==> config.mk <==
export PLATFORM = sky130hd
export DESIGN_NAME = hcbp_ram
export DESIGN_NICKNAME = d
export VERILOG_FILES = /design/src/hw/rtl/hcbp_ram.sv
export SDC_FILE = /design/constraint.sdc
export NUM_CORES = 1
export LEC_CHECK = 0
export BUFFER_PORTS_ARGS = -buffer_cell sky130_fd_sc_hd__buf_2
export CAP_MARGIN = 20
export CORE_ASPECT_RATIO = 0.7
export CORE_MARGIN = 3
export CORE_UTILIZATION = 63
export CTS_BUF_LIST = sky130_fd_sc_hd__clkbuf_2
export DETAILED_ROUTE_END_ITERATION = 16
export PLACE_DENSITY = 0.89
export SLEW_MARGIN = 5
export SYNTH_ARGS = -nofsm -noshare
export SYNTH_HDL_FRONTEND = slang
export SYNTH_SLANG_ARGS = --single-unit
export TNS_END_PERCENT = 50
==> constraint.sdc <==
create_clock -name aclk -period 2.17 [get_ports aclk]
set_clock_uncertainty 0.1 [all_clocks]
set_input_delay 0.217 -clock aclk [delete_from_list [all_inputs] [get_ports aclk]]
set_output_delay 0.217 -clock aclk [all_outputs]
set_load 0.02 [all_outputs]
==> src/hw/rtl/hcbp_ram.sv <==
// Generic single-write, single-read RAM with registered read data.
`default_nettype none

module hcbp_ram #(
    parameter int WIDTH = 8,
    parameter int DEPTH = 16
) (
    input  wire logic                             aclk,
    input  wire logic                             wr_en,
    input  wire logic [$clog2(DEPTH)-1:0]         wr_addr,
    input  wire logic [WIDTH-1:0]                 wr_data,
    input  wire logic                             rd_en,
    input  wire logic [$clog2(DEPTH)-1:0]         rd_addr,
    output logic      [WIDTH-1:0]                 rd_data
);

    logic [WIDTH-1:0] mem_reg [DEPTH];
    logic [WIDTH-1:0] rd_data_reg;

    always_ff @(posedge aclk) begin
        if (wr_en) begin
            mem_reg[wr_addr] <= wr_data;
        end
        if (rd_en) begin
            rd_data_reg <= mem_reg[rd_addr];
        end
    end

    assign rd_data = rd_data_reg;

endmodule

`default_nettype wire

==> flow_metrics.env, run 1 <==
export IMPL_pin_count=27
export IMPL_min_delay_path_depth=4
export IMPL_netlist_area_leader_share=0.781
export IMPL_setup_tns_ns=0
export IMPL_min_to="mem_reg[15][5]"
export IMPL_r2r_start="mem_reg[10][4]"
export IMPL_clock_latency_ns=0.66
export IMPL_place_hpwl_mm=5.96
export IMPL_die_area_um2=9440
export IMPL_yosys_warnings=0
export IMPL_synth_area_top_cells="edfxtp_1 (78%), mux4_2 (7.8%), mux4_1 (7.0%)"
export IMPL_seq_area_um2=4080
export IMPL_root_buffer="clkbuf_2"
export IMPL_port_buffers=26
export IMPL_period_share=0.744
export IMPL_worstPathRequired_ns=2.49
export IMPL_clk_pin_slew_ns=0.20
export IMPL_hold_viol=0
export IMPL_synth_seq_area_share=0.781
export IMPL_gr_total_overflow=0
export IMPL_postCtsResizedCells=0
export IMPL_nNetsFinal=313
export IMPL_postRouteAntennaNets=0
export IMPL_numCtsBuffers=17
export IMPL_antenna_found_initial=0
export IMPL_yosysUniqueCellTypes=18
export IMPL_grt_max_degree=33
export IMPL_first_pass_iters=5
export IMPL_cts_num_sinks=136
export IMPL_grt_pass1_wl_mm=13.9
export IMPL_critical_path_class="flip-flop to flip-flop"
export IMPL_place_congestion=0.742
export IMPL_grt_pass1_vias=2571
export IMPL_hp_class="input pin to flip-flop"
export IMPL_drive_above_1_share=0.303
export IMPL_place_area_um2=5560
export IMPL_coreArea_um2=7970
export IMPL_yosys_register_bits=136
export IMPL_drcViolationCount=0
export IMPL_diodes=0
export IMPL_post_drt_via_cell_ratio=6.13
export IMPL_clockBufferDepth=2
export IMPL_startpoint_type="flip-flop"
export IMPL_yosysTopAreaCell="edfxtp_1"
export IMPL_fillers=449
export IMPL_multiInputGateArea_um2=1060
export IMPL_wl_mm=9.16
export IMPL_reg2reg_depth=3
export IMPL_tightest_slew_ns=0.701
export IMPL_cp_end_kind="flip-flop"
export IMPL_rsz0062_at_grt="no"
export IMPL_dieHeight_um=82.2
export IMPL_vias=2503
export IMPL_grt_use_total=0.214
export IMPL_syn_to_final_growth_pct=13.1
export IMPL_wire_per_inst_um=22.5
export IMPL_cts_hold_buf=12
export IMPL_ir_drop_mv=0.624
export IMPL_largest_reg_flops=128
export IMPL_final_cell_area_um2=5910
export IMPL_netlist_area_um2=5230
export IMPL_drt_iter0_markers=177
export IMPL_syn_avg_cell_area_um2=22.8
export IMPL_rows=27
export IMPL_setup_violations=0
export IMPL_reg2reg_to="rd_data[4]"
export IMPL_p_per_area_nw_per_um2=791
export IMPL_drv_slew=0
export IMPL_fmax_ghz=0.619
export IMPL_postSynthCellCount=229
export IMPL_r2r_slack_ns=0.55
export IMPL_start_util=0.656
export IMPL_die_x_um=115
export IMPL_leakage_nw=2.00
export IMPL_maxSlewHeadroom=0.532
export IMPL_post_cts_buffers=0
export IMPL_synthesis_nets=248
export IMPL_period_needed_ns=1.62
export IMPL_cp_max_fo=1
export IMPL_hold_start="wr_addr[2]"
export IMPL_cts_tree="yes"
export IMPL_outcome="finished clean"
export IMPL_cap_violations=0
export IMPL_arrival_ns=1.94
export IMPL_cts_htree_levels=4
critical path, cell delays in order (launching register included):
cell	delay, ns
edfxtp_1	0.42
mux4_1	0.50
a22oi_1	0.25
nand2_1	0.10
worst max-delay path by stage:
stage	slack, ns	endpoint	from	cells after the start
finish	0.55	rd_data[4]	mem_reg[10][4]	3
global route	0.49	rd_data[7]	rd_data[7]	1
CTS	0.50	rd_data[7]	rd_data[7]	1
detailed placement	0.28	rd_data[0]	rd_addr[0]	5
global placement	0.30	rd_data[4]	rd_addr[0]	5
floorplan	0.36	mem_reg[0][0]	wr_addr[2]	2
power breakdown:
group | leakage [nW] | internal (mW) | switching, mW
combinational | 0.631 | 0.128 | 0.161
clock | 0.132 | 0.525 | 0.897
sequential | 1.24 | 2.96 | 0.0150
total | 2.00 | 3.61 | 1.07
through the flow:
step            util  worst slack, ns  instances  hold slack [ns]  power (mW)
3_5_place_dp   0.697            0.281        364            0.506        3.31
2_1_floorplan      -            0.360        229            0.216        3.19
5_1_grt        0.742            0.487        408           0.0410        4.85
4_1_cts        0.742            0.497        408          0.00737        4.72
6_report       0.742            0.555        408           0.0839        4.68
3_3_place_gp   0.697            0.297        364            0.500        3.29
cells in the mapped netlist, drive strengths merged:
cell type and instances:
edfxtp 136, mux4 32, a22oi 16, nor2 13
nand2 9, buf 7, nor3 4, clkdlybuf4s25 3
nand2b 2, nand3b 2, and2 1, and2b 1
nand3 1, nor2b 1, or3b 1
cell families after synthesis:
logic type	synth area share
flip-flops	0.781
buffers and inverters	0.0165
AND/OR/NAND/NOR	0.0314
AO/OA/AOI/OAI	0.0230
multiplexers	0.148
layout by cell type (no fill, tap or decap), types with 9 or more instances in the layout:
master	Yosys	final
clkbuf_2	0	17
buf_2	3	26
a22oi_1	16	16
mux4_1	14	14
nor2_1	13	13
dlygate4sd3_1	0	12
edfxtp_1	136	136
buf_4	1	16
nand2_1	9	9
mux4_2	18	18
cell type report:
type,instances,share of cell area
repair buffers,56,0.0694
flip-flops and latches,136,0.691
multi-input cells,83,0.179
clock inverters,15,0.0256
clock buffers,17,0.0144
well taps,101,0.0214
metal layers:
metal,track usage,routed length [um],part of all wire
met2,0.323,4290,0.47
met4,0.0914,164,0.018
met1,0.298,4010,0.44
met3,0.0648,695,0.076
met5,0,0,0
No activity file was read; power rests on OpenSTA's default activity.
==> run 2: changes to the inputs <==
- CORE_UTILIZATION: 63 -> 57
- PLACE_DENSITY: 0.89 -> 0.85
- clock period: 2.17 -> 1.33 ns (I/O delays scaled with it)
==> run 2 against run 1 <==
The flow now finishes with violations (setup timing). Register-to-register slack lost 0.73 ns. Wire length is 10% higher. Combinational power grew 100%. Largest power group unchanged. Sequential cell count did not move. Non-clock buffer count rose by 19. Highest routed layer unchanged. Worst hold slack improved by 0.0067 ns. Via count grew 5.5%. Die area up 9.8%. Worst setup slack got worse by 0.76 ns. Final cell count up 9.1%. Critical path depth decreased by 2. Sequential power increased by 63%.
==> flow_metrics.env, run 2 (same netlist as run 1, synthesis figures left out) <==
export IMPL_grt_pass1_vias=2791
export IMPL_clockBufferDepth=2
export IMPL_setup_violations=18
export IMPL_postRouteAntennaNets=0
export IMPL_die_area_um2=10400
export IMPL_reg2reg_to="rd_data[4]"
export IMPL_p_per_area_nw_per_um2=1240
export IMPL_slowest_delay_ns=0.48
export IMPL_largest_reg_flops=128
export IMPL_cap_violations=0
export IMPL_path_buf_inv=1
export IMPL_multiInputGateArea_um2=1090
export IMPL_fmax_ghz=0.649
export IMPL_drive_above_1_share=0.431
export IMPL_hold_start="rd_addr[1]"
export IMPL_crit_slowest_cell="edfxtp_1"
export IMPL_drcViolationCount=0
export IMPL_period_share=1.16
export IMPL_syn_to_final_growth_pct=18.1
export IMPL_preCtsSetupSlack_ns=-0.421
export IMPL_clock_latency_ns=0.67
export IMPL_busiest_layer="met1"
export IMPL_post_cts_buffers=0
export IMPL_nNetsFinal=332
export IMPL_place_congestion=0.797
export IMPL_cp_end_kind="output pin"
export IMPL_drv_slew=0
export IMPL_outcome="finished with violations"
export IMPL_arrival_ns=1.31
export IMPL_cp_max_fo=1
export IMPL_leakage_nw=2.07
export IMPL_holdWs_ns=0.0906
export IMPL_r2r_slack_ns=-0.18
export IMPL_min_delay_path_depth=5
export IMPL_place_hpwl_mm=6.77
export IMPL_p_total_mw=7.63
export IMPL_numCtsBuffers=17
export IMPL_place_area_um2=5750
export IMPL_hold_viol=0
export IMPL_reg2reg_depth=3
export IMPL_start_util=0.602
export IMPL_tightest_slew_ns=0.892
export IMPL_setup_ws_ns=-0.210
export IMPL_cts_tree="yes"
export IMPL_port_buffers=26
export IMPL_die_x_um=120
export IMPL_dieHeight_um=86.1
export IMPL_post_drt_via_cell_ratio=5.93
export IMPL_drt_iter0_markers=271
export IMPL_worst_path_dominant_cell_family="flip-flops"
export IMPL_clk_pin_slew_ns=0.18
export IMPL_r2r_start="mem_reg[3][4]"
export IMPL_critical_path_class="flip-flop to output pin"
export IMPL_wl_mm=10.1
export IMPL_diodes=0
export IMPL_grt_max_degree=19
export IMPL_final_cell_area_um2=6170
export IMPL_final_common_cell="edfxtp_1"
export IMPL_wire_per_inst_um=22.7
export IMPL_min_to="rd_data[5]"
export IMPL_period_needed_ns=1.54
export IMPL_cts_htree_levels=4
export IMPL_coreArea_um2=8690
export IMPL_met1_usage=0.325
export IMPL_rsz0062_at_grt="yes"
export IMPL_first_pass_iters=5
export IMPL_use_met2=0.322
export IMPL_maxSlewHeadroom=0.404
export IMPL_violations="setup timing"
export IMPL_crit_path_cell_trace="buf_6"
export IMPL_grt_pass1_wl_mm=16.0
export IMPL_seq_area_um2=4080
export IMPL_pin_count=27
export IMPL_worstPathRequired_ns=1.10
export IMPL_grt_use_total=0.219
export IMPL_rows=28
export IMPL_hp_class="input pin to flip-flop"
export IMPL_root_buffer="clkbuf_2"
export IMPL_gr_total_overflow=0
export IMPL_startpoint_type="flip-flop"
export IMPL_layout_common_cells="edfxtp_1 (136), mux4_2 (32), buf_4 (29)"
export IMPL_met3_usage=0.0613
export IMPL_cts_num_sinks=136
export IMPL_ir_drop_mv=1.04
export IMPL_antenna_found_initial=0
export IMPL_vias=2641
export IMPL_fillers=535
==> run 2: routing by layer <==
metal,wire [um],vias to the layer above,share of wire
met3,1010,13,0.10
met5,0,-,0
met2,4690,129,0.46
met4,106,0,0.010
li1,-,1135,-
met1,4300,1364,0.43
==> run 2: stage by stage <==
step                      instances  TNS, ns   util
after CTS                       445    -2.91  0.709
final                           445    -2.47  0.711
after global placement          401    -6.39  0.662
after floorplan                 229    -2.53      -
after detailed placement        401    -7.52  0.662
after global routing            445    -3.67  0.711
==> run 2: worst max path at each step <==
stage	startpoint	to	slack [ns]	depth (start not counted)
6_report	rd_data[0]	rd_data[0]	-0.21	1
3_5_place_dp	rd_addr[0]	rd_data[5]	-0.42	5
4_1_cts	rd_data[0]	rd_data[0]	-0.26	1
3_3_place_gp	rd_addr[0]	rd_data[5]	-0.38	5
5_1_grt	rd_data[0]	rd_data[0]	-0.33	1
2_1_floorplan	rd_addr[0]	rd_data[1]	-0.10	5
==> run 2: what timing repair did <==
action,in CTS,in global routing
endpoints found under the hold margin,193,0
pin swaps,1,2
cloned,0,0
endpoints found under the setup margin,16,16
resized for setup,20,3
hold buffers,13,0
==> run 2: final cells by class <==
class | instances | share of cell area
Clock inverter | 12 | 0.0178
Tap cell | 120 | 0.0243
Timing Repair Buffer | 75 | 0.105
Clock buffer | 19 | 0.0154
Sequential cell | 136 | 0.661
Multi-Input combinational cell | 83 | 0.176
==> run 2: where the power goes <==
group          internal [mW]  leakage (nW)  switching [mW]  total (mW)
logic                  0.279         0.700           0.309       0.589
clock network          0.829         0.138            1.36        2.18
registers               4.82          1.24          0.0325        4.85
total                   5.93          2.07            1.70        7.63
