**config.mk**
```make
export PLATFORM = sky130hd
export DESIGN_NAME = hcbp_pack
export DESIGN_NICKNAME = d
export VERILOG_FILES = /design/src/hw/rtl/hcbp_pkg.sv /design/src/hw/rtl/hcbp_pack.sv
export SDC_FILE = /design/constraint.sdc
export NUM_CORES = 1
export LEC_CHECK = 0
export BUFFER_PORTS_ARGS = -buffer_cell sky130_fd_sc_hd__buf_2
export CAP_MARGIN = 5
export CELL_PAD_IN_SITES_DETAIL_PLACEMENT = 1
export CELL_PAD_IN_SITES_GLOBAL_PLACEMENT = 1
export CORE_UTILIZATION = 35
export DETAILED_ROUTE_END_ITERATION = 8
export PLACE_DENSITY_LB_ADDON = 0.1
export SLEW_MARGIN = 10
export SYNTH_ARGS = -nofsm -noshare
export SYNTH_HDL_FRONTEND = slang
export SYNTH_SLANG_ARGS = --single-unit
```
**constraint.sdc**
```tcl
create_clock -name vclk -period 3.5
set_clock_uncertainty 0.2 [all_clocks]
set_input_delay 0.525 -clock vclk [all_inputs]
set_output_delay 0.525 -clock vclk [all_outputs]
set_load 0.01 [all_outputs]
```
**src/hw/rtl/hcbp_pkg.sv**
```systemverilog
// Shared constants, request codes and types of the Huffman code bit packer.
`default_nettype none

package hcbp_pkg;

    localparam int SYMBOL_COUNT    = 256;
    localparam int MAX_CODE_LENGTH = 32;

    localparam int SYM_W  = 8;
    localparam int LEN_W  = 6;
    localparam int WORD_W = 32;
    localparam int BYTE_W = 8;
    localparam int PEND_W = 7;
    localparam int CNT_W  = 3;
    localparam int NB_W   = 3;
    localparam int ACC_W  = WORD_W + PEND_W;
    localparam int ADDR_W = (SYMBOL_COUNT > 1) ? $clog2(SYMBOL_COUNT) : 1;

    localparam logic [SYM_W:0]   SYM_LIMIT = (SYM_W + 1)'(SYMBOL_COUNT);
    localparam logic [LEN_W-1:0] LEN_LIMIT = LEN_W'(MAX_CODE_LENGTH);

    localparam logic [1:0] REQ_ENCODE = 2'd0;
    localparam logic [1:0] REQ_LOAD   = 2'd1;
    localparam logic [1:0] REQ_FLUSH  = 2'd2;

    typedef struct packed {
        logic [LEN_W-1:0]  len;
        logic [WORD_W-1:0] word;
    } code_entry_t;

    localparam int ENTRY_W = $bits(code_entry_t);

    typedef struct packed {
        logic [NB_W-1:0]   nbytes;
        logic [WORD_W-1:0] bytes;
        logic [PEND_W-1:0] pend_bits;
        logic [CNT_W-1:0]  pend_cnt;
    } pack_result_t;

endpackage

`default_nettype wire

```
**src/hw/rtl/hcbp_pack.sv**
```systemverilog
// Merge one request with the pending bits: bytes to emit and the new pending state.
`default_nettype none

module hcbp_pack import hcbp_pkg::*; (
    input  wire logic [1:0]        req_type,
    input  wire logic [LEN_W-1:0]  code_length,
    input  wire logic [WORD_W-1:0] code_word,
    input  wire logic [PEND_W-1:0] pend_bits,
    input  wire logic [CNT_W-1:0]  pend_cnt,
    output pack_result_t           result
);

    logic [ACC_W-1:0]  acc;
    logic [ACC_W-1:0]  rest;
    logic [LEN_W-1:0]  total;
    logic [NB_W-1:0]   enc_nbytes;

    // Code bits land just above the pending bits; bits above the total stay zero.
    assign acc        = ({{PEND_W{1'b0}}, code_word} << pend_cnt)
                        | {{WORD_W{1'b0}}, pend_bits};
    assign total      = LEN_W'(pend_cnt) + code_length;
    assign enc_nbytes = total[LEN_W-1:CNT_W];
    assign rest       = acc >> {enc_nbytes, 3'b000};

    always_comb begin
        result.nbytes    = '0;
        result.bytes     = '0;
        result.pend_bits = pend_bits;
        result.pend_cnt  = pend_cnt;
        unique case (req_type)
            REQ_ENCODE: begin
                if (code_length != '0) begin
                    result.nbytes    = enc_nbytes;
                    result.bytes     = acc[WORD_W-1:0];
                    result.pend_bits = rest[PEND_W-1:0];
                    result.pend_cnt  = total[CNT_W-1:0];
                end
            end
            REQ_FLUSH: begin
                result.nbytes    = (pend_cnt != '0) ? NB_W'(1) : '0;
                result.bytes     = {{(WORD_W - PEND_W){1'b0}}, pend_bits};
                result.pend_bits = '0;
                result.pend_cnt  = '0;
            end
            default: begin
                // Loads finish at acceptance; the unused code does nothing.
            end
        endcase
    end

endmodule

`default_nettype wire

```
==> metrics, run 1 <==
outcome completed; DR DRC count 0; DRT Pass-1 Iters 4; hold crit path type input pin to output pin; Port Buffer Count 95; min cycle time layout around 3.4 ns; Yosys cell types 58; IR drop worst, VDD approximately 0.073 mV; period utilization a little over nine tenths; Post-DP Area ~0.0027 mm2; switch share between 50% and 60%; startpoint class of the critical path input pin; Layout fillers 806; RSZ-0062 raised after global routing true; starting density of the core roughly 37%; Final nets approximately 440; GPL Wtd Cong 0.902; hpwl dp around 7600 um; Switch Pwr between 0.0002 and 0.0003 W; DR WL/cell between 20 and 25 um; post-route cell area around 0.0028 mm2; YS warnings 0; setup TNS 0 ns; sequential power share 0%; antenna cells 0; Setup CP Type input pin to output pin; largest net degree at the start of global routing 41; Fin. Hold Viols 0; max-cap viol count 0; area of the multi-input gates 0.00203 mm2; Hold-fix buffers, CTS 0; Gate power share 100.0%; clock buffer count 0; Clock power frac 0%; DIE AREA around 0.0066 mm2; Int Pwr just over 0.0002 W; area grow syn2layout 26.2%; Leak roughly 1.3 nW; vias per cell between 6 and 7; Mapped Area roughly 0.0022 mm2; Initial DRC Count 182; initial antenna violation count 0; first-pass GRT wire length roughly 14000 um; FP Rows 28; highest fanout seen on the critical path 7; layout cell share with drive strength beyond 1 between 40% and 50%; vias in the first global route between 2000 and 3000; synthesized instance count ~290; fmax around 0.29 GHz; Congestion Overflow GR 0; # setup viols final 0; Sequential cell area 0 um2; final hold slack about 1.2 ns; CP Data Required Time 2.77 ns; Core ar. 0.00599 mm2; Slew Viols, Final 0; seq_cells 0; fin util 46.2%; Mean Syn Cell Area 7.64 um2; ANT nets after route 0; syn_nets approximately 340; Die H 81.2 um; Die X between 80 and 90 um; Worst Tran Pin Value 0.479 ns; type of destination of the critical path output pin; critical path arrival 2.70 ns; sequential share of the synthesized area 0%; I/O pin count between 90 and 100; P per Cell Area roughly 170 mW/mm2; All-Layer GR Usage 28.4%; Slew headroom around two thirds; via count 2762; Routed WL between 9000 and 10000 um; setup bufs post-CTS 0
synthesized netlist by cell type (2+ instances only):
master	n	share of area, %
o22ai_1	2	0.57
nor2_1	31	5.3
clkbuf_1	5	0.86
mux4_2	21	22
and2_1	3	0.86
xnor2_1	2	0.80
mux2i_1	24	11
inv_2	2	0.34
a31oi_1	6	1.7
o21ai_1	2	0.46
o31ai_1	3	1.0
ha_1	3	1.7
nand2_1	46	7.9
buf_4	2	0.68
buf_1	2	0.34
a21oi_1	36	8.2
o21ai_0	16	3.7
o211ai_1	2	0.68
inv_1	2	0.34
buf_6	7	3.6
nor3_1	8	1.8
mux4_1	3	3.6
nand2b_1	3	0.86
mux2_2	5	2.6
a211oi_1	6	2.1
nand3_1	8	1.8
nor2b_1	2	0.57
buf_2	4	0.91
a22o_1	2	0.80
through the flow:
stage	power, W	worst slack (ns)	instances
after detailed placement	0.000465	-0.00628	454
after CTS	0.000467	0.0681	454
final	0.000478	0.0796	454
after global placement	0.000456	0.0935	454
after global routing	0.000516	-0.0137	454
after floorplan	0.000299	0.340	287
power by group through the flow:
stage / Sequential [W] / Clock [W] / Combinational (W)
detailed placement: 0 / 0 / 0.000465
global placement: 0 / 0 / 0.000456
finish: 0 / 0 / 0.000478
global route: 0 / 0 / 0.000516
CTS: 0 / 0 / 0.000467
floorplan: 0 / 0 / 0.000299
critical path, cell delays in order:
cell and delay [ns]:
buf_2 0.12, ha_1 0.24, buf_4 0.16, a211oi_4 0.37, nor3_4 0.12, nor2_4 0.23, mux4_2 0.53, o221ai_1 0.22
buf_2 0.17
repair_timing:
action	CTS	global route
cloned	0	0
pin swaps	0	0
setup endpoints to repair	2	7
gates resized for setup	2	7
cells by family (layout without fill, tap and decap cells):
group / after synthesis / after routing / synth area share (%)
adders and majority gates: 4 / 4 / 2.62
muxes: 53 / 53 / 38.7
and+or+nand+nor: 113 / 113 / 23.7
xor gates and xnor gates: 2 / 2 / 0.799
AOI/OAI and AO/OA: 90 / 90 / 26.2
buffers and inverters: 25 / 117 / 7.99
path summary, 6_finish.rpt:
check | startpoint | endpoint | slack, ns | depth (start not counted)
worst min-delay path | pend_bits[2] | result[12] | 1.19 | 4
worst max-delay path | code_length[0] | result[7] | 0.08 | 9
routing by layer:
metal | part of all wire [%] | global-route usage [%] | vias to the layer above
met1 | 45 | 40.2 | 1355
li1 | - | - | 1295
met4 | 0.33 | 1.96 | 0
met5 | 0 | 0 | -
met2 | 48 | 49.1 | 110
met3 | 6.4 | 2.02 | 2
cell type report:
| type | count | share of cell area, % |
|---|---|---|
| Multi-Input combinational cell | 262 | 73.4 |
| Inverter | 4 | 0.542 |
| Timing Repair Buffer | 113 | 22.6 |
| Tap cell | 75 | 3.39 |
cell usage in the layout (no fill, tap or decap), types with 5 or more instances in the layout:
cell type,instances
nand3_1,8
mux2_2,5
mux4_2,21
o21ai_0,16
buf_4,16
a21oi_1,35
buf_2,95
mux2i_1,24
nor2_1,30
a31oi_1,6
nand2_1,46
a211oi_1,6
nor3_1,8
Power figures use the tool's default switching activity.
==> inputs of run 2 (changes only) <==
PLACE_DENSITY = 0.94   (was not set)
PLACE_DENSITY_LB_ADDON = not set   (was 0.1)
==> run 2 against run 1 <==
  * Worst setup slack better by 0.0053 ns
  * Count of clock-buffer cells in the layout stayed put
  * Die area stayed put
  * Critical path depth is 2 higher
  * Power is 1.4% lower
  * Cell area is 0.99% lower
  * Routed wire length is 2.5% lower
  * Critical path type unchanged
  * Critical endpoint is now result[3]
  * Highest routed layer unchanged
==> metrics, run 2 (synthesis results as in run 1) <==
Clock power frac 0%; Final nets approximately 430; Die H roughly 81 um; switch share 58.5%; IR drop worst, VDD 0.0644 mV; hold crit path type input pin to output pin; Worst Hold End result[15]; Setup CP Type input pin to output pin; P per Cell Area between 150 and 200 mW/mm2; Leak approximately 1.2 nW; fin util 45.7%; Core ar. around 0.006 mm2; layout cell share with drive strength beyond 1 40.3%; I/O pin count 95; setup TNS 0 ns; final worst slack about 0.085 ns; leading cell type in the layout, fill and taps excluded buf_2; seq_cells 0; outcome completed; hold path startpoint pend_bits[5]; initial antenna violation count 0; Gate power share between 90% and 100%; min cycle time layout ~3.4 ns; area grow syn2layout 24.9%; max-cap viol count 0; sequential power share 0%; final hold slack between 1 and 1.5 ns; Slew headroom approximately 68%; antenna cells 0; type of destination of the critical path output pin; fmax between 0.2 and 0.3 GHz; GPL Wtd Cong about 1; All-Layer GR Usage about 28%; CP Data Required Time between 2 and 3 ns; period utilization a little under 100%; Sequential cell area 0 um2; setup bufs post-CTS 0; critical path arrival 2.69 ns; DR WL/cell 20.2 um; post-route cell area approximately 0.0027 mm2; vias in the first global route around 2700; startpoint class of the critical path input pin; Initial DRC Count 220; hpwl dp approximately 7500 um; Post-DP Area about 0.0027 mm2; Int Pwr just under 0.0002 W; via count 2776; DR DRC count 0; starting density of the core 36.6%; FP Rows 28; Worst Tran Pin Value 0.485 ns; Congestion Overflow GR 0; clock buffer count 0; DIE AREA between 0.006 and 0.007 mm2; RSZ-0062 raised after global routing false; ANT nets after route 0; DRT Pass-1 Iters 4; vias per cell roughly 6.2; highest fanout seen on the critical path 5; first-pass GRT wire length 14000 um; largest net degree at the start of global routing 41; Hold-fix buffers, CTS 0; Switch Pwr 0.000276 W; Setup Slack @ Placement approximately 0.04 ns; CTS resizes 0; Layout fillers around 790; hold depth 4; Port Buffer Count between 90 and 100; Routed WL 9070 um; Die X between 80 and 90 um; # setup viols final 0; Fin. Hold Viols 0; area of the multi-input gates roughly 0.0020 mm2; most frequent cells in the layout buf_2, nand2_1, a21oi_1; Slew Viols, Final 0
run 2: cell count changes in the layout (fill, tap and decap cells not counted), sizes merged:
cell	delta
buf	-4
run 2: worst max-delay path by stage:
stage / depth (start not counted) / end / slack, ns / startpoint
6_report: 11 / result[3] / 0.08 / pend_cnt[0]
4_1_cts: 10 / result[9] / 0.04 / pend_cnt[0]
3_3_place_gp: 10 / result[9] / 0.11 / pend_cnt[0]
2_1_floorplan: 7 / result[8] / 0.34 / code_length[0]
3_5_place_dp: 10 / result[9] / 0.04 / pend_cnt[0]
5_1_grt: 10 / result[9] / 0.01 / pend_cnt[0]
run 2: final cells by class:
type | count | share of cell area [%]
multi-input combinational | 262 | 74.2
timing repair buffer | 109 | 21.8
tap | 75 | 3.42
inverter | 4 | 0.548
run 2: metrics by stage:
step,total power (W),cells
after CTS,0.000461,450
after detailed placement,0.000459,450
after floorplan,0.000299,287
after global routing,0.000507,450
after global placement,0.000445,450
final,0.000472,450
run 2: layer usage:
layer	GRT usage [%]	share of wire, %	vias to the layer above
li1	-	-	1281
met1	38.1	43	1364
met2	48.5	50	121
met3	1.24	5.7	10
met4	4.11	1.0	0
met5	0	0	-
run 2: critical path: stages:
cell,delay (ns)
buf_2,0.13
ha_1,0.20
fa_1,0.41
a21oi_2,0.19
nor3_2,0.07
nor2_2,0.24
buf_4,0.20
a211oi_1,0.07
o31ai_1,0.36
a31oi_1,0.12
buf_2,0.15
run 2: power groups by stage:
stage	clock [W]	sequential, W	combinational [W]
after global routing	0	0	0.000507
after CTS	0	0	0.000461
final	0	0	0.000472
after global placement	0	0	0.000445
after floorplan	0	0	0.000299
after detailed placement	0	0	0.000459
